### config.mk
export PLATFORM = sky130hd
export DESIGN_NAME = delimited_base64_image_stream_decoder_unit_flat
export DESIGN_NICKNAME = d
export VERILOG_FILES = /design/src/rtl/core/b64d_pkg.sv /design/src/rtl/core/b64d_if.sv /design/src/rtl/core/b64d_front.sv /design/src/rtl/core/b64d_fifo.sv /design/src/rtl/core/b64d_back.sv /design/src/rtl/core/delimited_base64_image_stream_decoder_unit.sv /design/src/flat_wrapper.sv
export SDC_FILE = /design/constraint.sdc
export NUM_CORES = 2
export LEC_CHECK = 0
export BUFFER_PORTS_ARGS = -buffer_cell sky130_fd_sc_hd__buf_4
export CORE_MARGIN = 3
export CORE_UTILIZATION = 55
export DETAILED_ROUTE_END_ITERATION = 10
export PLACE_DENSITY_LB_ADDON = 0.25
export RECOVER_POWER = 25
export SYNTH_ARGS = -nofsm -noshare
export SYNTH_HDL_FRONTEND = slang
export SYNTH_SLANG_ARGS = --single-unit
### constraint.sdc
create_clock -name clk -period 7.9 [get_ports clk]
set_input_delay 0.395 -clock clk [delete_from_list [all_inputs] [get_ports clk]]
set_output_delay 0.395 -clock clk [all_outputs]
set_load 0.1 [all_outputs]
### src/rtl/core/b64d_pkg.sv
// Package for the delimited base64url word decoder.
// Holds item, queue and status types plus the character map; no dependencies.
package b64d_pkg;

  // Character codes used by the digit map
  localparam logic [7:0] CH_UPPER_A = 8'h41;
  localparam logic [7:0] CH_UPPER_Z = 8'h5A;
  localparam logic [7:0] CH_LOWER_A = 8'h61;
  localparam logic [7:0] CH_LOWER_Z = 8'h7A;
  localparam logic [7:0] CH_ZERO    = 8'h30;
  localparam logic [7:0] CH_NINE    = 8'h39;
  localparam logic [7:0] CH_DASH    = 8'h2D;
  localparam logic [7:0] CH_UNDER   = 8'h5F;
  localparam logic [7:0] CH_COMMA   = 8'h2C;

  // Digit offsets of each character range
  localparam logic [5:0] DIG_LOWER_BASE = 6'd26;
  localparam logic [5:0] DIG_NUM_BASE   = 6'd52;
  localparam logic [5:0] DIG_DASH       = 6'd62;
  localparam logic [5:0] DIG_UNDER      = 6'd63;

  // Queue between front and back
  localparam int Q_DEPTH = 2;
  localparam int Q_PTR_W = 1;
  localparam int Q_CNT_W = 2;

  typedef enum logic [1:0] {
    KIND_WIDTH  = 2'd0,
    KIND_HEIGHT = 2'd1,
    KIND_PIXEL  = 2'd2,
    KIND_END    = 2'd3
  } word_kind_t;

  typedef enum logic [1:0] {
    ST_OK       = 2'd0,
    ST_BAD_CHAR = 2'd1,
    ST_OVERFLOW = 2'd2,
    ST_MISMATCH = 2'd3
  } status_t;

  // How many header words have been taken so far
  typedef enum logic [1:0] {
    WS_WIDTH  = 2'd0,
    WS_HEIGHT = 2'd1,
    WS_PIXELS = 2'd2
  } words_seen_t;

  typedef enum logic [1:0] {
    B_CHAR,
    B_FINISH,
    B_WAIT,
    B_STATUS
  } back_state_t;

  typedef struct packed {
    logic       bad;
    logic [5:0] digit;
  } digit_t;

  // Classified character as it travels through the queue
  typedef struct packed {
    logic       delim;
    logic       bad;
    logic [5:0] digit;
    logic       last;
  } q_item_t;

  typedef struct packed {
    logic    push;
    q_item_t item;
  } q_push_t;

  typedef struct packed {
    logic    valid;
    q_item_t item;
  } q_head_t;

  // base64url character to digit; non-digits flag bad and read as 0
  function automatic digit_t decode_char(input logic [7:0] c);
    digit_t r;
    r.bad   = 1'b0;
    r.digit = '0;
    priority if (c >= CH_UPPER_A && c <= CH_UPPER_Z) begin
      r.digit = 6'(c - CH_UPPER_A);
    end else if (c >= CH_LOWER_A && c <= CH_LOWER_Z) begin
      r.digit = 6'(c - CH_LOWER_A) + DIG_LOWER_BASE;
    end else if (c >= CH_ZERO && c <= CH_NINE) begin
      r.digit = 6'(c - CH_ZERO) + DIG_NUM_BASE;
    end else if (c == CH_DASH) begin
      r.digit = DIG_DASH;
    end else if (c == CH_UNDER) begin
      r.digit = DIG_UNDER;
    end else begin
      r.bad = 1'b1;
    end
    return r;
  endfunction

endpackage

### src/rtl/core/b64d_if.sv
// Valid/ready channel interfaces for the character and result streams.
// Standalone; field widths follow the decoder's item definitions.
interface b64d_char_if;
  logic       valid;
  logic       ready;
  logic [7:0] char_code;
  logic       end_of_text;

  modport source (output valid, output char_code, output end_of_text, input ready);
  modport sink   (input valid, input char_code, input end_of_text, output ready);
endinterface

interface b64d_result_if;
  logic        valid;
  logic        ready;
  logic [1:0]  word_kind;
  logic [31:0] word_value;
  logic [31:0] pixel_index;
  logic [1:0]  status;
  logic        final_flag;

  modport source (output valid, output word_kind, output word_value, output pixel_index,
                  output status, output final_flag, input ready);
  modport sink   (input valid, input word_kind, input word_value, input pixel_index,
                  input status, input final_flag, output ready);
endinterface

### src/rtl/core/b64d_front.sv
// Front end: delimiter register, character classification, queue push.
// Depends on b64d_pkg and b64d_char_if.
module b64d_front (
  input  logic                clk,
  input  logic                rst,
  input  logic                cfg_we,
  input  logic [7:0]          cfg_wdata,
  b64d_char_if.sink           chars,
  input  logic                q_full,
  output b64d_pkg::q_push_t   q_push
);
  import b64d_pkg::*;

  logic [7:0] delimiter_char;
  digit_t     dig;

  // Delimiter register, comma after reset
  always_ff @(posedge clk) begin
    if (rst) begin
      delimiter_char <= CH_COMMA;
    end else if (cfg_we) begin
      delimiter_char <= cfg_wdata;
    end
  end

  // Classify the item; delimiter test wins over the digit map
  always_comb begin
    dig                = decode_char(chars.char_code);
    chars.ready        = !q_full;
    q_push.push        = chars.valid && !q_full;
    q_push.item.delim  = (chars.char_code == delimiter_char);
    q_push.item.bad    = dig.bad;
    q_push.item.digit  = dig.digit;
    q_push.item.last   = chars.end_of_text;
  end

endmodule

### src/rtl/core/b64d_fifo.sv
// Short queue of classified items between front and back.
// Depends on b64d_pkg.
module b64d_fifo (
  input  logic               clk,
  input  logic               rst,
  input  b64d_pkg::q_push_t  q_push,
  output logic               q_full,
  output b64d_pkg::q_head_t  q_head,
  input  logic               q_pop
);
  import b64d_pkg::*;

  q_item_t              slots [Q_DEPTH];
  logic [Q_PTR_W-1:0]   wr_ptr;
  logic [Q_PTR_W-1:0]   rd_ptr;
  logic [Q_CNT_W-1:0]   count;
  logic                 do_push;
  logic                 do_pop;

  assign q_full       = (count == Q_CNT_W'(Q_DEPTH));
  assign q_head.valid = (count != '0);
  assign q_head.item  = slots[rd_ptr];
  assign do_push      = q_push.push && !q_full;
  assign do_pop       = q_pop && q_head.valid;

  // Storage
  always_ff @(posedge clk) begin
    if (do_push) begin
      slots[wr_ptr] <= q_push.item;
    end
  end

  // Pointers and fill count
  always_ff @(posedge clk) begin
    if (rst) begin
      wr_ptr <= '0;
      rd_ptr <= '0;
      count  <= '0;
    end else begin
      if (do_push) wr_ptr <= wr_ptr + 1'b1;
      if (do_pop)  rd_ptr <= rd_ptr + 1'b1;
      if (do_push && !do_pop) begin
        count <= count + 1'b1;
      end else if (do_pop && !do_push) begin
        count <= count - 1'b1;
      end
    end
  end

endmodule

### src/rtl/core/b64d_back.sv
// Back end: word accumulation, header/pixel sequencing, end status, output register.
// Depends on b64d_pkg and b64d_result_if.
module b64d_back #(
  parameter int VALUE_BITS = 32
) (
  input  logic               clk,
  input  logic               rst,
  input  b64d_pkg::q_head_t  q_head,
  output logic               q_pop,
  b64d_result_if.source      results
);
  import b64d_pkg::*;

  back_state_t            state, state_next;
  logic [VALUE_BITS-1:0]  word_accum, word_accum_next;
  logic                   word_open, word_open_next;
  words_seen_t            words_seen, words_seen_next;
  logic [31:0]            image_width, image_width_next;
  logic [31:0]            image_height, image_height_next;
  logic [32:0]            pixels_seen, pixels_seen_next;
  status_t                error_code, error_code_next;
  logic [63:0]            area;

  logic                   out_valid, out_valid_next;
  word_kind_t             out_kind, out_kind_next;
  logic [31:0]            out_value, out_value_next;
  logic [31:0]            out_index, out_index_next;
  status_t                out_status, out_status_next;
  logic                   out_final, out_final_next;

  logic                   fin, acc, st_emit, word_emit, need_out, out_free, go, ovf;
  logic [63:0]            accum_ext;
  status_t                err_tmp;

  assign results.valid       = out_valid;
  assign results.word_kind   = out_kind;
  assign results.word_value  = out_value;
  assign results.pixel_index = out_index;
  assign results.status      = out_status;
  assign results.final_flag  = out_final;

  assign accum_ext = 64'(word_accum);
  assign ovf       = (word_accum[VALUE_BITS-1 -: 6] != '0);
  assign out_free  = !out_valid || results.ready;

  // Image area, registered; settles in the wait step before the status
  always_ff @(posedge clk) begin
    area <= 64'(image_width) * 64'(image_height);
  end

  // Sequencer and parse state update
  always_comb begin
    state_next        = state;
    word_accum_next   = word_accum;
    word_open_next    = word_open;
    words_seen_next   = words_seen;
    image_width_next  = image_width;
    image_height_next = image_height;
    pixels_seen_next  = pixels_seen;
    error_code_next   = error_code;
    out_kind_next     = out_kind;
    out_value_next    = out_value;
    out_index_next    = out_index;
    out_status_next   = out_status;
    out_final_next    = out_final;
    err_tmp           = error_code;
    fin               = 1'b0;
    acc               = 1'b0;
    st_emit           = 1'b0;

    unique case (state)
      B_CHAR: begin
        fin = q_head.valid && q_head.item.delim;
        acc = q_head.valid && !q_head.item.delim;
      end
      B_FINISH: fin = 1'b1;
      B_WAIT:   ;
      B_STATUS: st_emit = 1'b1;
      default:  ;
    endcase

    word_emit = fin && word_open && (error_code == ST_OK);
    need_out  = word_emit || st_emit;
    go        = ((state != B_CHAR) || q_head.valid) && (!need_out || out_free);
    q_pop     = go && (state == B_CHAR);

    // Output register drains when taken, loads when a result is made
    out_valid_next = out_valid && !results.ready;
    if (go && need_out) out_valid_next = 1'b1;

    if (go) begin
      // Digit: shift in, or saturate on overflow
      if (acc) begin
        if (q_head.item.bad && err_tmp == ST_OK) err_tmp = ST_BAD_CHAR;
        if (ovf) begin
          if (err_tmp == ST_OK) err_tmp = ST_OVERFLOW;
          word_accum_next = '1;
        end else begin
          word_accum_next = {word_accum[VALUE_BITS-7:0], q_head.item.digit};
        end
        error_code_next = err_tmp;
        word_open_next  = 1'b1;
      end

      // Close an open word; emit only while no error is set
      if (fin && word_open) begin
        if (word_emit) begin
          out_value_next  = accum_ext[31:0];
          out_index_next  = '0;
          out_status_next = ST_OK;
          out_final_next  = 1'b0;
          unique case (words_seen)
            WS_WIDTH: begin
              image_width_next = accum_ext[31:0];
              out_kind_next    = KIND_WIDTH;
              words_seen_next  = WS_HEIGHT;
            end
            WS_HEIGHT: begin
              image_height_next = accum_ext[31:0];
              out_kind_next     = KIND_HEIGHT;
              words_seen_next   = WS_PIXELS;
            end
            default: begin
              out_kind_next  = KIND_PIXEL;
              out_index_next = pixels_seen[31:0];
              if (pixels_seen != '1) pixels_seen_next = pixels_seen + 1'b1;
            end
          endcase
        end
        word_accum_next = '0;
        word_open_next  = 1'b0;
      end

      // End status, then parse state back to reset values
      if (st_emit) begin
        out_kind_next  = KIND_END;
        out_value_next = '0;
        out_index_next = '0;
        out_final_next = 1'b1;
        if (error_code != ST_OK) begin
          out_status_next = error_code;
        end else if (words_seen != WS_PIXELS || pixels_seen == '1 ||
                     64'(pixels_seen) != area) begin
          out_status_next = ST_MISMATCH;
        end else begin
          out_status_next = ST_OK;
        end
        word_accum_next   = '0;
        word_open_next    = 1'b0;
        words_seen_next   = WS_WIDTH;
        image_width_next  = '0;
        image_height_next = '0;
        pixels_seen_next  = '0;
        error_code_next   = ST_OK;
      end

      unique case (state)
        B_CHAR:   state_next = q_head.item.last ? B_FINISH : B_CHAR;
        B_FINISH: state_next = B_WAIT;
        B_WAIT:   state_next = B_STATUS;
        B_STATUS: state_next = B_CHAR;
        default:  state_next = B_CHAR;
      endcase
    end
  end

  // Control and parse registers
  always_ff @(posedge clk) begin
    if (rst) begin
      state        <= B_CHAR;
      word_accum   <= '0;
      word_open    <= 1'b0;
      words_seen   <= WS_WIDTH;
      image_width  <= '0;
      image_height <= '0;
      pixels_seen  <= '0;
      error_code   <= ST_OK;
      out_valid    <= 1'b0;
    end else begin
      state        <= state_next;
      word_accum   <= word_accum_next;
      word_open    <= word_open_next;
      words_seen   <= words_seen_next;
      image_width  <= image_width_next;
      image_height <= image_height_next;
      pixels_seen  <= pixels_seen_next;
      error_code   <= error_code_next;
      out_valid    <= out_valid_next;
    end
  end

  // Result payload register
  always_ff @(posedge clk) begin
    out_kind   <= out_kind_next;
    out_value  <= out_value_next;
    out_index  <= out_index_next;
    out_status <= out_status_next;
    out_final  <= out_final_next;
  end

endmodule

### src/rtl/core/delimited_base64_image_stream_decoder_unit.sv
// Top level of the delimited base64url image word decoder.
// Depends on b64d_pkg, b64d_if, b64d_front, b64d_fifo, b64d_back.
//
//   port      | dir | handshake       | carries
//   ----------+-----+-----------------+-----------------------------------------------
//   chars     | in  | valid/ready     | char_code, end_of_text
//   results   | out | valid/ready     | word_kind, word_value, pixel_index, status, final_flag
//   cfg_we    | in  | write strobe    | cfg_wdata -> delimiter character
//
// A character that does not end the text is handled in the char state alone, so items
// stream at one per cycle while the queue holds items and the result register drains.
// The character marked as the end of text passes through four states: char, word close, a wait
// for the registered width*height product, then the status result.
// Synchronous reset sets the delimiter to comma and clears all parse state.
// A two-entry queue lets the input keep flowing while the result side stalls.
module delimited_base64_image_stream_decoder_unit #(
  parameter int VALUE_BITS = 32
) (
  input  logic          clk,
  input  logic          rst,
  input  logic          cfg_we,
  input  logic [7:0]    cfg_wdata,
  b64d_char_if.sink     chars,
  b64d_result_if.source results
);
  import b64d_pkg::*;

  q_push_t q_push;
  q_head_t q_head;
  logic    q_full;
  logic    q_pop;

  b64d_front u_front (
    .clk       (clk),
    .rst       (rst),
    .cfg_we    (cfg_we),
    .cfg_wdata (cfg_wdata),
    .chars     (chars),
    .q_full    (q_full),
    .q_push    (q_push)
  );

  b64d_fifo u_fifo (
    .clk    (clk),
    .rst    (rst),
    .q_push (q_push),
    .q_full (q_full),
    .q_head (q_head),
    .q_pop  (q_pop)
  );

  b64d_back #(
    .VALUE_BITS (VALUE_BITS)
  ) u_back (
    .clk     (clk),
    .rst     (rst),
    .q_head  (q_head),
    .q_pop   (q_pop),
    .results (results)
  );

endmodule
### src/flat_wrapper.sv
// flat-port wrapper written by rule: the top's interface ports become plain ports
module delimited_base64_image_stream_decoder_unit_flat import b64d_pkg::*;
#(
  parameter int VALUE_BITS = 32
)
  (clk, rst, cfg_we, cfg_wdata, chars_valid, chars_char_code, chars_end_of_text, chars_ready, results_valid, results_word_kind, results_word_value, results_pixel_index, results_status, results_final_flag, results_ready);
  b64d_char_if chars_i ();
  b64d_result_if results_i ();
  input  logic clk;
  input  logic rst;
  input  logic cfg_we;
  input  logic [7:0] cfg_wdata;
  input wire logic [$bits(chars_i.valid)-1:0] chars_valid;
  input wire logic [$bits(chars_i.char_code)-1:0] chars_char_code;
  input wire logic [$bits(chars_i.end_of_text)-1:0] chars_end_of_text;
  output wire logic [$bits(chars_i.ready)-1:0] chars_ready;
  output wire logic [$bits(results_i.valid)-1:0] results_valid;
  output wire logic [$bits(results_i.word_kind)-1:0] results_word_kind;
  output wire logic [$bits(results_i.word_value)-1:0] results_word_value;
  output wire logic [$bits(results_i.pixel_index)-1:0] results_pixel_index;
  output wire logic [$bits(results_i.status)-1:0] results_status;
  output wire logic [$bits(results_i.final_flag)-1:0] results_final_flag;
  input wire logic [$bits(results_i.ready)-1:0] results_ready;
  assign chars_i.valid = chars_valid;
  assign chars_i.char_code = chars_char_code;
  assign chars_i.end_of_text = chars_end_of_text;
  assign chars_ready = chars_i.ready;
  assign results_valid = results_i.valid;
  assign results_word_kind = results_i.word_kind;
  assign results_word_value = results_i.word_value;
  assign results_pixel_index = results_i.pixel_index;
  assign results_status = results_i.status;
  assign results_final_flag = results_i.final_flag;
  assign results_i.ready = results_ready;
  delimited_base64_image_stream_decoder_unit #(.VALUE_BITS(VALUE_BITS)) u_core (.clk(clk), .rst(rst), .cfg_we(cfg_we), .cfg_wdata(cfg_wdata), .chars(chars_i), .results(results_i));
endmodule
==> results.sh <==
export IMPL_status="finished, violations left"
export IMPL_violations="capacitance limit, slew limit"
export IMPL_fin_tns_setup_ns=0
export IMPL_finalClockSkew_ns=0.0375
export IMPL_drc_errors=0
export IMPL_p_leak_uw=0.0234
export IMPL_io_pins=93
export IMPL_row_count=103
export IMPL_grt_pass1_vias=34307
export IMPL_vias=31973
export IMPL_cp_top_family="adder cells"
export IMPL_die_w_um=290
export IMPL_syn_inst=4755
export IMPL_dieArea_mm2=0.0839
export IMPL_crit_required_ns=8.38
export IMPL_worst_pin_slew_ns=1.95
export IMPL_synth_commonest_cells="fa_1, inv_1, nand2_1"
export IMPL_period_minus_slack_ns=7.57
export IMPL_startpoint_type="register"
export IMPL_ys_top_cells_by_area="fa_1, dfxtp_1, and2_1"
export IMPL_cpMostUsedCell="fa_1"
export IMPL_r2r_end="u_core.u_back.area[60]"
export IMPL_ant_nets=0
export IMPL_ys_seq_elements=301
export IMPL_postCtsSetupRepairBufs=0
export IMPL_gp_congestion=0.938
export IMPL_slowest_stage="fa_1"
export IMPL_cts_tree="done"
export IMPL_syn_num_nets=5950
export IMPL_overflow=0
export IMPL_post_route_period_util_pct=95.8
export IMPL_drive_gt1_share_pct=5.88
export IMPL_grt_pass1_wl_mm=189
export IMPL_crit_arrival_ns=8.05
export IMPL_final_cells=5852
export IMPL_p_per_area_mw_per_mm2=92.5
export IMPL_ys_types=59
export IMPL_cts_buffer_depth=3
export IMPL_fin_area_mm2=0.0477
export IMPL_hp_class="in2reg"
export IMPL_routedWlPerCell_um=19.6
export IMPL_syn_area_mm2=0.0443
export IMPL_drtPass1Iterations=6
export IMPL_via_per_inst=5.46
export IMPL_grt_max_degree=81
export IMPL_path_class="reg2reg"
export IMPL_slew_headroom_pct=-30.0
export IMPL_critPathBufInv=4
export IMPL_dp_hpwl_mm=91.7
export IMPL_reg2reg_slack_ns=0.33
export IMPL_clock_sinks=301
export IMPL_ctsRootBufferMaster="clkbuf_16"
export IMPL_path_clk_slew_ns=0.07
export IMPL_seq_area_frac_synth_pct=15.6
export IMPL_antenna_found_initial=0
export IMPL_place_port_buffers=92
export IMPL_die_h_um=290
export IMPL_hold_viol=0
export IMPL_max_stage_delay_ns=0.59
export IMPL_grt_setup_unrepaired="false"
export IMPL_worst_hold_slack_ns=0.0464
export IMPL_fmax_ghz=0.132
export IMPL_cp_end_kind="register"
export IMPL_yosysWarnings=0
export IMPL_place_inst=5790
export IMPL_yosysMostFrequentCell="fa_1"
export IMPL_postSynthAreaPerCell_um2=9.31
export IMPL_reg2reg_depth=24
export IMPL_synth_edf_count=87
export IMPL_cts_made_buffers=30
export IMPL_syn_to_final_growth_pct=7.74
export IMPL_synthArstFlopShare_pct=0
export IMPL_hold_start="cfg_wdata[1]"
export IMPL_maxCapViolations=1
export IMPL_hold_path_cell_count=3
export IMPL_core_area_mm2=0.0794
export IMPL_setup_viol=0
export IMPL_synth_top_cell_by_area="fa_1"
export IMPL_min_to="u_core.u_front.delimiter_char[1]"
export IMPL_slew_violations=45
export IMPL_reg2reg_from="u_core.u_back.image_width[25]"
export IMPL_htreeDepth=1
export IMPL_path_max_fanout=17
export IMPL_placed_cell_area_mm2=0.0468
export IMPL_wl_mm=114
export IMPL_gr_usage_all_layers_pct=28.7
export IMPL_drt_iter0_drc=2158
export IMPL_ir_drop_mv=0.164
export IMPL_synth_top_area_share_pct=40.5
export IMPL_clk_latency_ns=0.59
export IMPL_ys_flop_type="dfxtp_1"
export IMPL_final_net_count=5971
export IMPL_initial_utilization_pct=55.8
export IMPL_path_cells="buf_4, nand2_1, fa_1, fa_1, fa_1, fa_1, inv_1, fa_1, fa_1, fa_1, inv_1, fa_1, inv_1, ha_1, nand4_1, nor3_1, nand2_1, a31oi_1, a2111o_1, nand3_1, a31oi_1, o21a_1, nor2_1, xnor2_1"
==> tightest hold or removal path: stages <==
cell,delay (ns)
buf_4,0.08
mux2i_1,0.05
nor2_1,0.08
==> metal layers <==
metal | track usage, % | vias up | part of all wire [%]
met5 | 0 | - | 0
met4 | 7.67 | 0 | 3.1
met3 | 2.42 | 201 | 5.0
met2 | 49.7 | 984 | 50
met1 | 39.0 | 16467 | 42
li1 | - | 14321 | -
==> cells by family (layout without fill, tap and decap cells) <==
family                   count (synthesis)  in the layout  synth area share [%]
XOR/XNOR                               131            131                  2.59
AO/OA/AOI/OAI                          406            406                  5.39
adder cells (fa/ha/maj)               1173           1173                  48.3
flip-flops                             301            301                  15.6
other                                    0              2                     0
multiplexers                            17             17                 0.401
AND/OR/NAND/NOR                       1572           1572                  17.9
buffers and inverters                 1155           1200                  9.83
==> per-stage QoR <==
step / total power, uW / util (%) / setup slack [ns]
2_1_floorplan: 2650 / - / 0.757
3_3_place_gp: 2960 / 59.0 / 0.241
3_5_place_dp: 2970 / 59.0 / 0.141
4_1_cts: 4460 / 60.4 / 0.111
5_1_grt: 4600 / 60.1 / 0.00228
6_report: 4410 / 60.1 / 0.328
==> cell usage in the layout (no fill, tap or decap), drive strengths merged, types with 95 or more instances in the layout <==
| master | count |
|---|---|
| a21oi | 191 |
| and2 | 598 |
| buf | 188 |
| clkbuf | 121 |
| dfxtp | 214 |
| fa | 896 |
| ha | 277 |
| inv | 878 |
| nand2 | 667 |
| nor2 | 95 |
==> power by group <==
group / switching [uW] / total (uW) / internal (uW)
clock: 632 / 1500 / 866
combinational: 838 / 1060 / 225
sequential: 93.5 / 1850 / 1760
==> worst max path at each step <==
stage                     cells after the start                endpoint                     startpoint
after floorplan                              27  u_core.u_back.area[59]  u_core.u_back.image_width[30]
after global placement                       22  u_core.u_back.area[59]  u_core.u_back.image_height[8]
after detailed placement                     22  u_core.u_back.area[59]  u_core.u_back.image_height[8]
after CTS                                    22  u_core.u_back.area[59]  u_core.u_back.image_height[8]
after global routing                         27  u_core.u_back.area[61]  u_core.u_back.image_height[5]
final                                        24  u_core.u_back.area[60]  u_core.u_back.image_width[25]
==> registers in the layout, summed over array words and instances (netlist names), named ones only <==
name and cells:
u_core.u_back.results.final_flag 1, u_core.u_back.area 64, u_core.u_back.results.word_kind 2, u_core.u_fifo.count 2, u_core.u_fifo.wr_ptr 1, u_core.u_back.results.word_value 32, u_core.u_back.results.status 2, u_core.u_back.image_height 32
u_core.u_back.word_accum 32, u_core.u_back.words_seen 2, u_core.u_back.word_open 1, u_core.u_back.results.pixel_index 32, u_core.u_back.results.valid 1, u_core.u_fifo.slots 18, u_core.u_back.pixels_seen 33, u_core.u_fifo.rd_ptr 1
u_core.u_back.state 2, u_core.u_front.delimiter_char 8, u_core.u_back.error_code 2, u_core.u_back.image_width 32
==> area by class of cell <==
cell class	instances	area, um2
fill	6988	31700
clock inverter	10	139
clock buffer	46	912
inverter	877	3290
multi-input combinational	3299	33100
sequential	301	6920
timing repair buffer	267	2060
tap	1050	1310
antenna	2	5.00
==> what timing repair did <==
action	4_1_cts	5_1_grt
endpoints found under the hold margin	5	0
setup endpoints to repair	0	11
resized for setup	0	18
hold buffers	4	0
Power figures use the tool's default switching activity.
